### config.mk
export PLATFORM = sky130hd
export DESIGN_NAME = first_fit_allocator_core
export DESIGN_NICKNAME = d
export VERILOG_FILES = /design/src/rtl/core/ffa_pkg.sv /design/src/rtl/core/ffa_datapath.sv /design/src/rtl/core/ffa_ctrl.sv /design/src/rtl/core/first_fit_allocator_core.sv
export SDC_FILE = /design/constraint.sdc
export NUM_CORES = 1
export LEC_CHECK = 0
export BUFFER_PORTS_ARGS = -buffer_cell sky130_fd_sc_hd__buf_4
export CORE_MARGIN = 8
export CORE_UTILIZATION = 70
export CTS_BUF_LIST = sky130_fd_sc_hd__clkbuf_8
export CTS_CLUSTER_SIZE = 24
export DETAILED_ROUTE_END_ITERATION = 8
export PLACE_DENSITY = 0.87
export SLEW_MARGIN = 20
export SYNTH_ARGS = -nofsm -noshare
export SYNTH_HDL_FRONTEND = slang
export SYNTH_SLANG_ARGS = --single-unit
### constraint.sdc
create_clock -name aclk -period 15.25 [get_ports aclk]
set_input_delay 1.525 -clock aclk [delete_from_list [all_inputs] [get_ports aclk]]
set_output_delay 1.525 -clock aclk [all_outputs]
set_load 0.005 [all_outputs]
### src/rtl/core/ffa_pkg.sv
`timescale 1ns / 1ps
// ----------------------------------------------------------------------------
// ffa_pkg
// Shared constants and types of the first-fit allocator.
// ----------------------------------------------------------------------------
package ffa_pkg;
    localparam int MEM_BYTES_DEF = 4096;
    localparam int MAX_SEGS_DEF  = 16;
    localparam int HDR_BYTES     = 24;
    localparam int CFG_W         = 13;
    localparam int SIZE_W        = 13;
    localparam int OFF_W         = 12;
    localparam int STAT_W        = 2;
    localparam int REGION_RESET  = 256;

    localparam logic [STAT_W-1:0] ST_GRANT = 2'd0;
    localparam logic [STAT_W-1:0] ST_NOFIT = 2'd1;
    localparam logic [STAT_W-1:0] ST_FREED = 2'd2;
    localparam logic [STAT_W-1:0] ST_FULL  = 2'd3;

    localparam logic REQ_ALLOC = 1'b0;
    localparam logic REQ_FREE  = 1'b1;

    typedef enum logic [3:0] {
        OP_NONE,
        OP_LOAD,
        OP_SCAN,
        OP_RESOLVE,
        OP_SHIFT_DOWN,
        OP_SHIFT_UP,
        OP_WRITE
    } op_t;

    typedef struct packed {
        op_t op;
    } cmd_t;

    typedef struct packed {
        logic scan_done;
        logic shift_done;
    } sts_t;
endpackage

### src/rtl/core/ffa_datapath.sv
`timescale 1ns / 1ps
// ----------------------------------------------------------------------------
// ffa_datapath
// Free-segment table, scan index, and segment arithmetic.
// ----------------------------------------------------------------------------
module ffa_datapath #(
    parameter int MEM_BYTES = ffa_pkg::MEM_BYTES_DEF,
    parameter int MAX_SEGS  = ffa_pkg::MAX_SEGS_DEF
) (
    input  logic                        aclk,
    input  logic                        aresetn,
    input  ffa_pkg::cmd_t               cmd,
    output ffa_pkg::sts_t               sts,
    input  logic                        cfg_wr_en,
    input  logic [ffa_pkg::CFG_W-1:0]   cfg_wr_data,
    input  logic                        req_type,
    input  logic [ffa_pkg::SIZE_W-1:0]  req_size,
    input  logic [ffa_pkg::OFF_W-1:0]   block_offset,
    input  logic [ffa_pkg::SIZE_W-1:0]  free_size,
    output logic [ffa_pkg::STAT_W-1:0]  status,
    output logic [ffa_pkg::OFF_W-1:0]   granted_offset,
    output logic [ffa_pkg::SIZE_W-1:0]  granted_size
);
    import ffa_pkg::*;

    localparam int IDX_W = (MAX_SEGS > 2) ? $clog2(MAX_SEGS) : 1;
    localparam int CNT_W = $clog2(MAX_SEGS + 1);
    localparam int W     = SIZE_W + 2;
    localparam logic [CNT_W-1:0] MAX_CNT = CNT_W'(MAX_SEGS);
    localparam logic [W-1:0] HDR_W = W'(HDR_BYTES);

    logic [OFF_W-1:0]  st_reg  [MAX_SEGS];
    logic [SIZE_W-1:0] len_reg [MAX_SEGS];
    logic [CNT_W-1:0]  cnt_reg;
    logic [CFG_W-1:0]  region_reg;
    logic [CNT_W-1:0]  idx_reg;
    logic              type_reg;
    logic [W-1:0]      need_reg;
    logic [W-1:0]      off_reg;
    logic [W-1:0]      sz_reg;
    logic              found_reg;
    logic              drop_reg;
    logic [W-1:0]      prev_end_reg;
    logic [W-1:0]      merged_reg;
    logic [CNT_W-1:0]  stop_reg;
    logic [OFF_W-1:0]  wst_reg;
    logic [SIZE_W-1:0] wlen_reg;
    logic              wen_reg;
    logic [STAT_W-1:0] status_reg;
    logic [OFF_W-1:0]  goff_reg;
    logic [SIZE_W-1:0] gsize_reg;

    logic [IDX_W-1:0] idx;
    logic [W-1:0]     cur_st, cur_len;
    logic             in_range;
    logic [CFG_W-1:0] clamp;

    assign idx      = idx_reg[IDX_W-1:0];
    assign in_range = idx_reg < cnt_reg;
    assign cur_st   = W'(st_reg[idx]);
    assign cur_len  = W'(len_reg[idx]);

    always_comb begin
        clamp = cfg_wr_data;
        if (cfg_wr_data < CFG_W'(HDR_BYTES)) clamp = CFG_W'(HDR_BYTES);
        if (cfg_wr_data > CFG_W'(MEM_BYTES)) clamp = CFG_W'(MEM_BYTES);
    end

    always_comb begin
        sts.scan_done = 1'b0;
        if (type_reg == REQ_ALLOC) begin
            sts.scan_done = !in_range || (cur_len >= need_reg);
        end else begin
            sts.scan_done = !in_range || (cur_st >= off_reg);
        end
        sts.shift_done = (cmd.op == OP_SHIFT_DOWN) ? (idx_reg + 1'b1 >= stop_reg)
                                                   : (idx_reg <= stop_reg);
    end

    always_ff @(posedge aclk) begin
        if (!aresetn) begin
            cnt_reg    <= CNT_W'(1);
            region_reg <= CFG_W'(REGION_RESET);
            st_reg[0]  <= '0;
            len_reg[0] <= SIZE_W'(REGION_RESET);
            idx_reg    <= '0;
        end else if (cfg_wr_en) begin
            region_reg <= clamp;
            cnt_reg    <= CNT_W'(1);
            st_reg[0]  <= '0;
            len_reg[0] <= SIZE_W'(clamp);
        end else begin
            case (cmd.op)
                OP_LOAD: begin
                    type_reg  <= req_type;
                    need_reg  <= (W'(req_size) + HDR_W + W'(3)) & ~W'(3);
                    off_reg   <= W'(block_offset);
                    sz_reg    <= W'(free_size);
                    idx_reg   <= '0;
                    found_reg <= 1'b0;
                    drop_reg  <= 1'b0;
                    prev_end_reg <= '1;
                    wen_reg   <= 1'b0;
                    goff_reg  <= '0;
                    gsize_reg <= '0;
                end
                OP_SCAN: begin
                    if (!sts.scan_done) begin
                        prev_end_reg <= cur_st + cur_len;
                        idx_reg <= idx_reg + 1'b1;
                    end
                end
                OP_RESOLVE: begin
                    wen_reg <= 1'b0;
                    stop_reg <= idx_reg;
                    if (type_reg == REQ_ALLOC) begin
                        if (!in_range) begin
                            status_reg <= ST_NOFIT;
                        end else begin
                            status_reg <= ST_GRANT;
                            goff_reg   <= OFF_W'(cur_st);
                            gsize_reg  <= SIZE_W'(need_reg);
                            if (cur_len - need_reg >= HDR_W) begin
                                wen_reg  <= 1'b1;
                                wst_reg  <= OFF_W'(cur_st + need_reg);
                                wlen_reg <= SIZE_W'(cur_len - need_reg);
                            end else begin
                                stop_reg <= cnt_reg;
                                drop_reg <= 1'b1;
                            end
                        end
                    end else begin
                        status_reg <= ST_FREED;
                        if (sz_reg != '0 && off_reg + sz_reg <= W'(region_reg)) begin
                            if (prev_end_reg == off_reg && in_range
                                && off_reg + sz_reg == cur_st) begin
                                idx_reg  <= idx_reg - 1'b1;
                                merged_reg <= cur_len;
                                stop_reg <= cnt_reg;
                                found_reg <= 1'b1;
                                drop_reg <= 1'b1;
                            end else if (prev_end_reg == off_reg) begin
                                idx_reg  <= idx_reg - 1'b1;
                                wen_reg  <= 1'b1;
                                wst_reg  <= st_reg[IDX_W'(idx_reg - 1'b1)];
                                wlen_reg <= SIZE_W'(W'(len_reg[IDX_W'(idx_reg - 1'b1)])
                                                    + sz_reg);
                            end else if (in_range && off_reg + sz_reg == cur_st) begin
                                wen_reg  <= 1'b1;
                                wst_reg  <= OFF_W'(off_reg);
                                wlen_reg <= SIZE_W'(cur_len + sz_reg);
                            end else if (cnt_reg >= MAX_CNT) begin
                                status_reg <= ST_FULL;
                            end else begin
                                wen_reg  <= 1'b1;
                                wst_reg  <= OFF_W'(off_reg);
                                wlen_reg <= SIZE_W'(sz_reg);
                                stop_reg <= idx_reg;
                                idx_reg  <= cnt_reg;
                                cnt_reg  <= cnt_reg + 1'b1;
                            end
                        end
                    end
                end
                OP_SHIFT_DOWN: begin
                    if (found_reg) begin
                        len_reg[idx] <= SIZE_W'(cur_len + sz_reg + merged_reg);
                        found_reg <= 1'b0;
                        idx_reg <= idx_reg + 1'b1;
                    end else if (idx_reg + 1'b1 < stop_reg) begin
                        st_reg[idx]  <= st_reg[IDX_W'(idx_reg + 1'b1)];
                        len_reg[idx] <= len_reg[IDX_W'(idx_reg + 1'b1)];
                        idx_reg <= idx_reg + 1'b1;
                    end else if (drop_reg) begin
                        cnt_reg  <= cnt_reg - 1'b1;
                        drop_reg <= 1'b0;
                    end
                end
                OP_SHIFT_UP: begin
                    if (idx_reg > stop_reg) begin
                        st_reg[idx]  <= st_reg[IDX_W'(idx_reg - 1'b1)];
                        len_reg[idx] <= len_reg[IDX_W'(idx_reg - 1'b1)];
                        idx_reg <= idx_reg - 1'b1;
                    end
                end
                OP_WRITE: begin
                    if (wen_reg) begin
                        st_reg[idx]  <= wst_reg;
                        len_reg[idx] <= wlen_reg;
                    end
                end
                default: begin
                end
            endcase
        end
    end

    assign status         = status_reg;
    assign granted_offset = goff_reg;
    assign granted_size   = gsize_reg;
endmodule

### src/rtl/core/ffa_ctrl.sv
`timescale 1ns / 1ps
// ----------------------------------------------------------------------------
// ffa_ctrl
// Request sequencer: load, scan, resolve, shift, write, deliver.
// ----------------------------------------------------------------------------
module ffa_ctrl (
    input  logic          aclk,
    input  logic          aresetn,
    input  logic          s_valid,
    output logic          s_ready,
    output logic          m_valid,
    input  logic          m_ready,
    input  ffa_pkg::sts_t sts,
    output ffa_pkg::cmd_t cmd
);
    import ffa_pkg::*;

    typedef enum logic [2:0] {
        S_IDLE, S_SCAN, S_RES, S_DOWN, S_UP, S_WR, S_OUT
    } state_t;

    state_t state_reg, state_next;
    logic   m_valid_reg, m_valid_next;

    assign s_ready = (state_reg == S_IDLE) && (!m_valid_reg || m_ready);
    assign m_valid = m_valid_reg;

    always_comb begin
        state_next   = state_reg;
        m_valid_next = m_valid_reg && !m_ready;
        cmd.op       = OP_NONE;
        case (state_reg)
            S_IDLE: begin
                if (s_valid && s_ready) begin
                    cmd.op = OP_LOAD;
                    state_next = S_SCAN;
                end
            end
            S_SCAN: begin
                cmd.op = OP_SCAN;
                if (sts.scan_done) state_next = S_RES;
            end
            S_RES: begin
                cmd.op = OP_RESOLVE;
                state_next = S_DOWN;
            end
            S_DOWN: begin
                cmd.op = OP_SHIFT_DOWN;
                if (sts.shift_done) state_next = S_UP;
            end
            S_UP: begin
                cmd.op = OP_SHIFT_UP;
                if (sts.shift_done) state_next = S_WR;
            end
            S_WR: begin
                cmd.op = OP_WRITE;
                state_next = S_OUT;
            end
            S_OUT: begin
                if (!m_valid_reg) begin
                    m_valid_next = 1'b1;
                    state_next = S_IDLE;
                end
            end
            default: state_next = S_IDLE;
        endcase
    end

    always_ff @(posedge aclk) begin
        if (!aresetn) begin
            state_reg   <= S_IDLE;
            m_valid_reg <= 1'b0;
        end else begin
            state_reg   <= state_next;
            m_valid_reg <= m_valid_next;
        end
    end

`ifndef NO_ASSERTIONS
    a_no_accept_busy: assert property (@(posedge aclk) disable iff (!aresetn)
        (state_reg != S_IDLE) |-> !s_ready) else $error("accept while busy");
    a_load_scan: assert property (@(posedge aclk) disable iff (!aresetn)
        (s_valid && s_ready) |=> (state_reg == S_SCAN)) else $error("load not followed by scan");
    a_out_idle: assert property (@(posedge aclk) disable iff (!aresetn)
        (state_reg == S_OUT && !m_valid_reg) |=> (m_valid && state_reg == S_IDLE))
        else $error("result not posted");
`endif
endmodule

### src/rtl/core/first_fit_allocator_core.sv
`timescale 1ns / 1ps
// ----------------------------------------------------------------------------
// first_fit_allocator_core
// First-fit allocator with coalescing over a byte region.
// ----------------------------------------------------------------------------
// Input channel s_*: one allocate or free request per transaction.
// Output channel m_*: one result per request (status, offset, size).
// A request walks the table one entry per cycle: a scan up to the first
// fitting segment or the insert point, a resolve step, a shift pass over
// the entries behind it, a write step and an output step. Scan and shift
// together cover the table once; the table is a register file walked by
// one index. One request is in flight at a time; the result register
// holds while the receiver stalls, and the next request is accepted no
// earlier than the cycle in which the result is taken.
// Reset: region 256 bytes, one free segment. Writing cfg_wr_data with
// cfg_wr_en rebuilds the table as one segment; write only when idle.
// ----------------------------------------------------------------------------
module first_fit_allocator_core #(
    parameter int MEM_BYTES = ffa_pkg::MEM_BYTES_DEF,
    parameter int MAX_SEGS  = ffa_pkg::MAX_SEGS_DEF
) (
    input  logic                        aclk,
    input  logic                        aresetn,
    input  logic                        cfg_wr_en,
    input  logic [ffa_pkg::CFG_W-1:0]   cfg_wr_data,
    input  logic                        s_valid,
    output logic                        s_ready,
    input  logic                        s_req_type,
    input  logic [ffa_pkg::SIZE_W-1:0]  s_req_size,
    input  logic [ffa_pkg::OFF_W-1:0]   s_block_offset,
    input  logic [ffa_pkg::SIZE_W-1:0]  s_free_size,
    output logic                        m_valid,
    input  logic                        m_ready,
    output logic [ffa_pkg::STAT_W-1:0]  m_status,
    output logic [ffa_pkg::OFF_W-1:0]   m_granted_offset,
    output logic [ffa_pkg::SIZE_W-1:0]  m_granted_size
);
    import ffa_pkg::*;

    cmd_t cmd;
    sts_t sts;

    ffa_ctrl u_ctrl (
        .aclk(aclk), .aresetn(aresetn),
        .s_valid(s_valid), .s_ready(s_ready),
        .m_valid(m_valid), .m_ready(m_ready),
        .sts(sts), .cmd(cmd)
    );

    ffa_datapath #(.MEM_BYTES(MEM_BYTES), .MAX_SEGS(MAX_SEGS)) u_dp (
        .aclk(aclk), .aresetn(aresetn),
        .cmd(cmd), .sts(sts),
        .cfg_wr_en(cfg_wr_en), .cfg_wr_data(cfg_wr_data),
        .req_type(s_req_type), .req_size(s_req_size),
        .block_offset(s_block_offset), .free_size(s_free_size),
        .status(m_status), .granted_offset(m_granted_offset),
        .granted_size(m_granted_size)
    );
endmodule

==> metrics.md <==
| Metric | Value |
|---|---|
| Status | `complete, no violations` |
| VDD IR max | `0.108 mV` |
| Hold path start | `u_dp.region_reg[8]` |
| Slew headroom | `20.6%` |
| DR vias | `24543` |
| Total power | `6.15 mW` |
| Final critical-path share of the clock period | `51.0%` |
| Number of global-route vias before repair | `24042` |
| Setup TNS | `0 ps` |
| Largest cells by area after synthesis | `edfxtp_1 (47%), mux4_2 (24%), ha_1 (4.7%)` |
| Clock-pin transition on the worst setup and hold timing paths | `60 ps` |
| Top sig layer | `met5` |
| Number of max-cap violations | `0` |
| RSZ-0062 raised after global routing | `false` |
| Max Fanout on Critical Path | `52` |
| CTS resizes | `0` |
| Worst path max stage delay | `990 ps` |
| Nets | `2591` |
| Tightest Pin Transition | `1190 ps` |
| Core ar. | `47500 um2` |
| Final max-slew violation count | `0` |
| Post-synthesis sequential area ratio | `48.9%` |
| Crit-path most repeated cell | `xnor2_1` |
| Critical path data required time | `15670 ps` |
| Setup crit end kind | `register` |
| Area Growth Syn to Fin | `9.82%` |
| Syn Std Cell Area | `33500 um2` |
| Final setup violation count | `0` |
| Setup CP Type | `reg2reg` |
| Post-Syn Area per Cell | `14.5 um2` |
| Clk buf depth | `3` |
| Mapped Cells | `2305` |
| Crit-path cells | `buf_4 > mux4_2 > mux4_2 > ha_1 > fa_1 > a21o_1 > a21oi_1 > nor2b_1 > o41ai_1 > o21ai_0 > nor2_1 > xnor2_1 > ha_1 > or2_2 > a21oi_1 > a31oi_1 > xnor2_1 > xnor2_1 > o31ai_1 > a221o_1` |
| Placed wire-length estimate | `71200 um` |
| RePlAce Congestion | `0.972` |
| DRT iter0 DRCs | `4018` |
| DR WL/cell | `33.7 um` |
| Row Count | `80` |
| Largest net degree at the start of global routing | `143` |
| Remaining antenna violation count after routing | `0` |
| Htree depth | `3` |
| CTS Hold Buffers Added | `0` |
| Top cell type's share of synthesized area | `47.0%` |
| Tot GR Track Use | `37.1%` |
| Cell at the slowest stage of the critical path | `dfxtp_4` |
| Final Critical Period | `7780 ps` |
| Starting Density | `70.5%` |
| Startpoint Class | `register` |
| Global-route wire length before repair | `154000 um` |
| Pwr dens | `167 nW/um2` |
| Die X | `235 um` |
| Hold EP | `u_dp.region_reg[8]` |
| Congestion Overflow GR | `0` |
| Clock insertion delay at the later pin of the skew report | `710 ps` |
| Yosys warning total | `0` |
| CP arrival | `8200 ps` |
| Class of the worst hold path | `reg2reg` |
| Post-synth EDFFs | `525` |
| Seq cells post-synth | `556` |
| Worst hold path depth | `2` |
| Ports | `86` |
| Die ar. | `55200 um2` |
| TritonCTS clock tree | `yes` |
| Post-CTS setup buffers | `0` |
| Worst clock skew | `38.0 ps` |
| CTS root buf | `clkbuf_8` |
| Commonest non-fill, non-tap cells in the layout | `edfxtp_1 (525), mux4_2 (361), buf_4 (134), nor2_1 (128), ha_1 (126)` |
| Reg2Reg Setup Slack | `7470 ps` |
| DR WL met2 | `46700 um` |
| Initial antenna violation count | `6` |
| Crit-path leading delay family | `compound AO/OA/AOI/OAI gates` |
| Largest register FFs | `208` |
| FF-to-FF path depth | `20` |
| Die Y | `235 um` |
| Endpoints failing hold | `0` |
| Count of cell types in the netlist | `87` |
| Port bufs | `83` |
| R2R Path End | `u_dp.len_reg[4][12]` |
| Layout cells sized above 1 | `28.0%` |
| Area leader, netlist | `edfxtp_1` |
| Drt first pass iters | `9` |
| Total wire length | `104000 um` |
| Peak Freq | `128 MHz` |
| Number of buffers created by CTS | `92` |
| Most common cell after layout, fill and taps aside | `edfxtp_1` |
| Met1 WL | `33900 um` |
| Vias per inst | `7.94` |
| Async set-reset flop share out of synthesis | `0%` |
| Most used flip-flop cell after synthesis | `edfxtp_1` |
| Cell leakage power | `12.9 nW` |
| Post-route DRC | `0` |
| Bufs and invs on worst path | `1` |
| Clock sink count | `556` |
| DR WL met3 | `15900 um` |
[where the power goes]
part           total [mW]  switching, mW  internal [mW]
registers            1.85         0.0962           1.75
clock network        1.32          0.638          0.682
logic                2.99           1.70           1.29
[logic make-up after synthesis]
group                      count (synthesis)  synth area share [%]
xor gates and xnor gates                 108                  2.90
buffers and inverters                    236                  2.89
AOI/OAI and AO/OA                        405                  7.92
and+or+nand+nor                          461                  6.58
DFF                                      556                  48.9
muxes                                    403                  25.6
other                                      1                0.0112
adders and majority gates                135                  5.22
[through the flow]
stage | instance area, um2 | cells | hold slack (ps) | setup slack, ps | utilization, %
2_1_floorplan | 33500 | 2307 | 427 | 8990 | -
3_5_place_dp | 35000 | 2918 | 458 | 7510 | 73.6
4_1_cts | 36800 | 3088 | 470 | 7470 | 77.4
3_3_place_gp | 35000 | 2918 | 440 | 7620 | 73.6
5_1_grt | 36800 | 3091 | 476 | 7020 | 77.5
6_report | 36800 | 3092 | 473 | 7470 | 77.5
[cell usage after synthesis, types with 20 or more instances]
cell type,instances
inv_1,94
nor2b_1,29
dfxtp_1,31
xnor2_1,70
buf_1,25
o21ai_0,88
mux4_2,361
edfxtp_1,525
nor3_1,43
a211oi_1,30
ha_1,127
nor2_1,145
mux2i_1,32
a21o_1,23
a21oi_1,105
nand2_1,110
xor2_1,36
o21a_1,20
clkbuf_1,92
a22oi_1,22
nand3_1,29
[cell type report]
type	instances	area, um2
timing repair buffer	138	1070
inverter	96	360
sequential	556	16400
tap	615	769
clock buffer	98	1350
clock inverter	72	447
antenna	2	5.00
fill	2606	10700
multi-input combinational	1515	16400
[worst register-to-register path, stage by stage, from the launching register on]
cell	delay [ps]
dfxtp_4	990
buf_4	940
mux4_2	630
mux4_2	590
ha_1	290
fa_1	470
a21o_1	180
a21oi_1	250
nor2b_1	110
o41ai_1	500
o21ai_0	230
nor2_1	150
xnor2_1	190
ha_1	300
or2_2	300
a21oi_1	160
a31oi_1	80
xnor2_1	160
xnor2_1	150
o31ai_1	210
a221o_1	580
[worst max path at each step]
stage	slack, ps	endpoint	from	cells past startpoint
finish	7470	u_dp.len_reg[4][12]	register	20
global route	7020	u_dp.len_reg[1][12]	register	20
CTS	7470	u_dp.len_reg[4][12]	register	20
detailed placement	7510	u_dp.len_reg[6][12]	register	20
global placement	7620	u_dp.len_reg[0][12]	register	20
floorplan	8990	u_dp.wlen_reg[0]	register	21
[layer usage]
layer  vias to the layer above  GRT usage, %
li1                       9594             -
met1                     11957          46.5
met2                      2397          55.8
met3                       591          12.5
met4                         4          23.2
met5                         -             0
(Power assumes the default switching activity.)
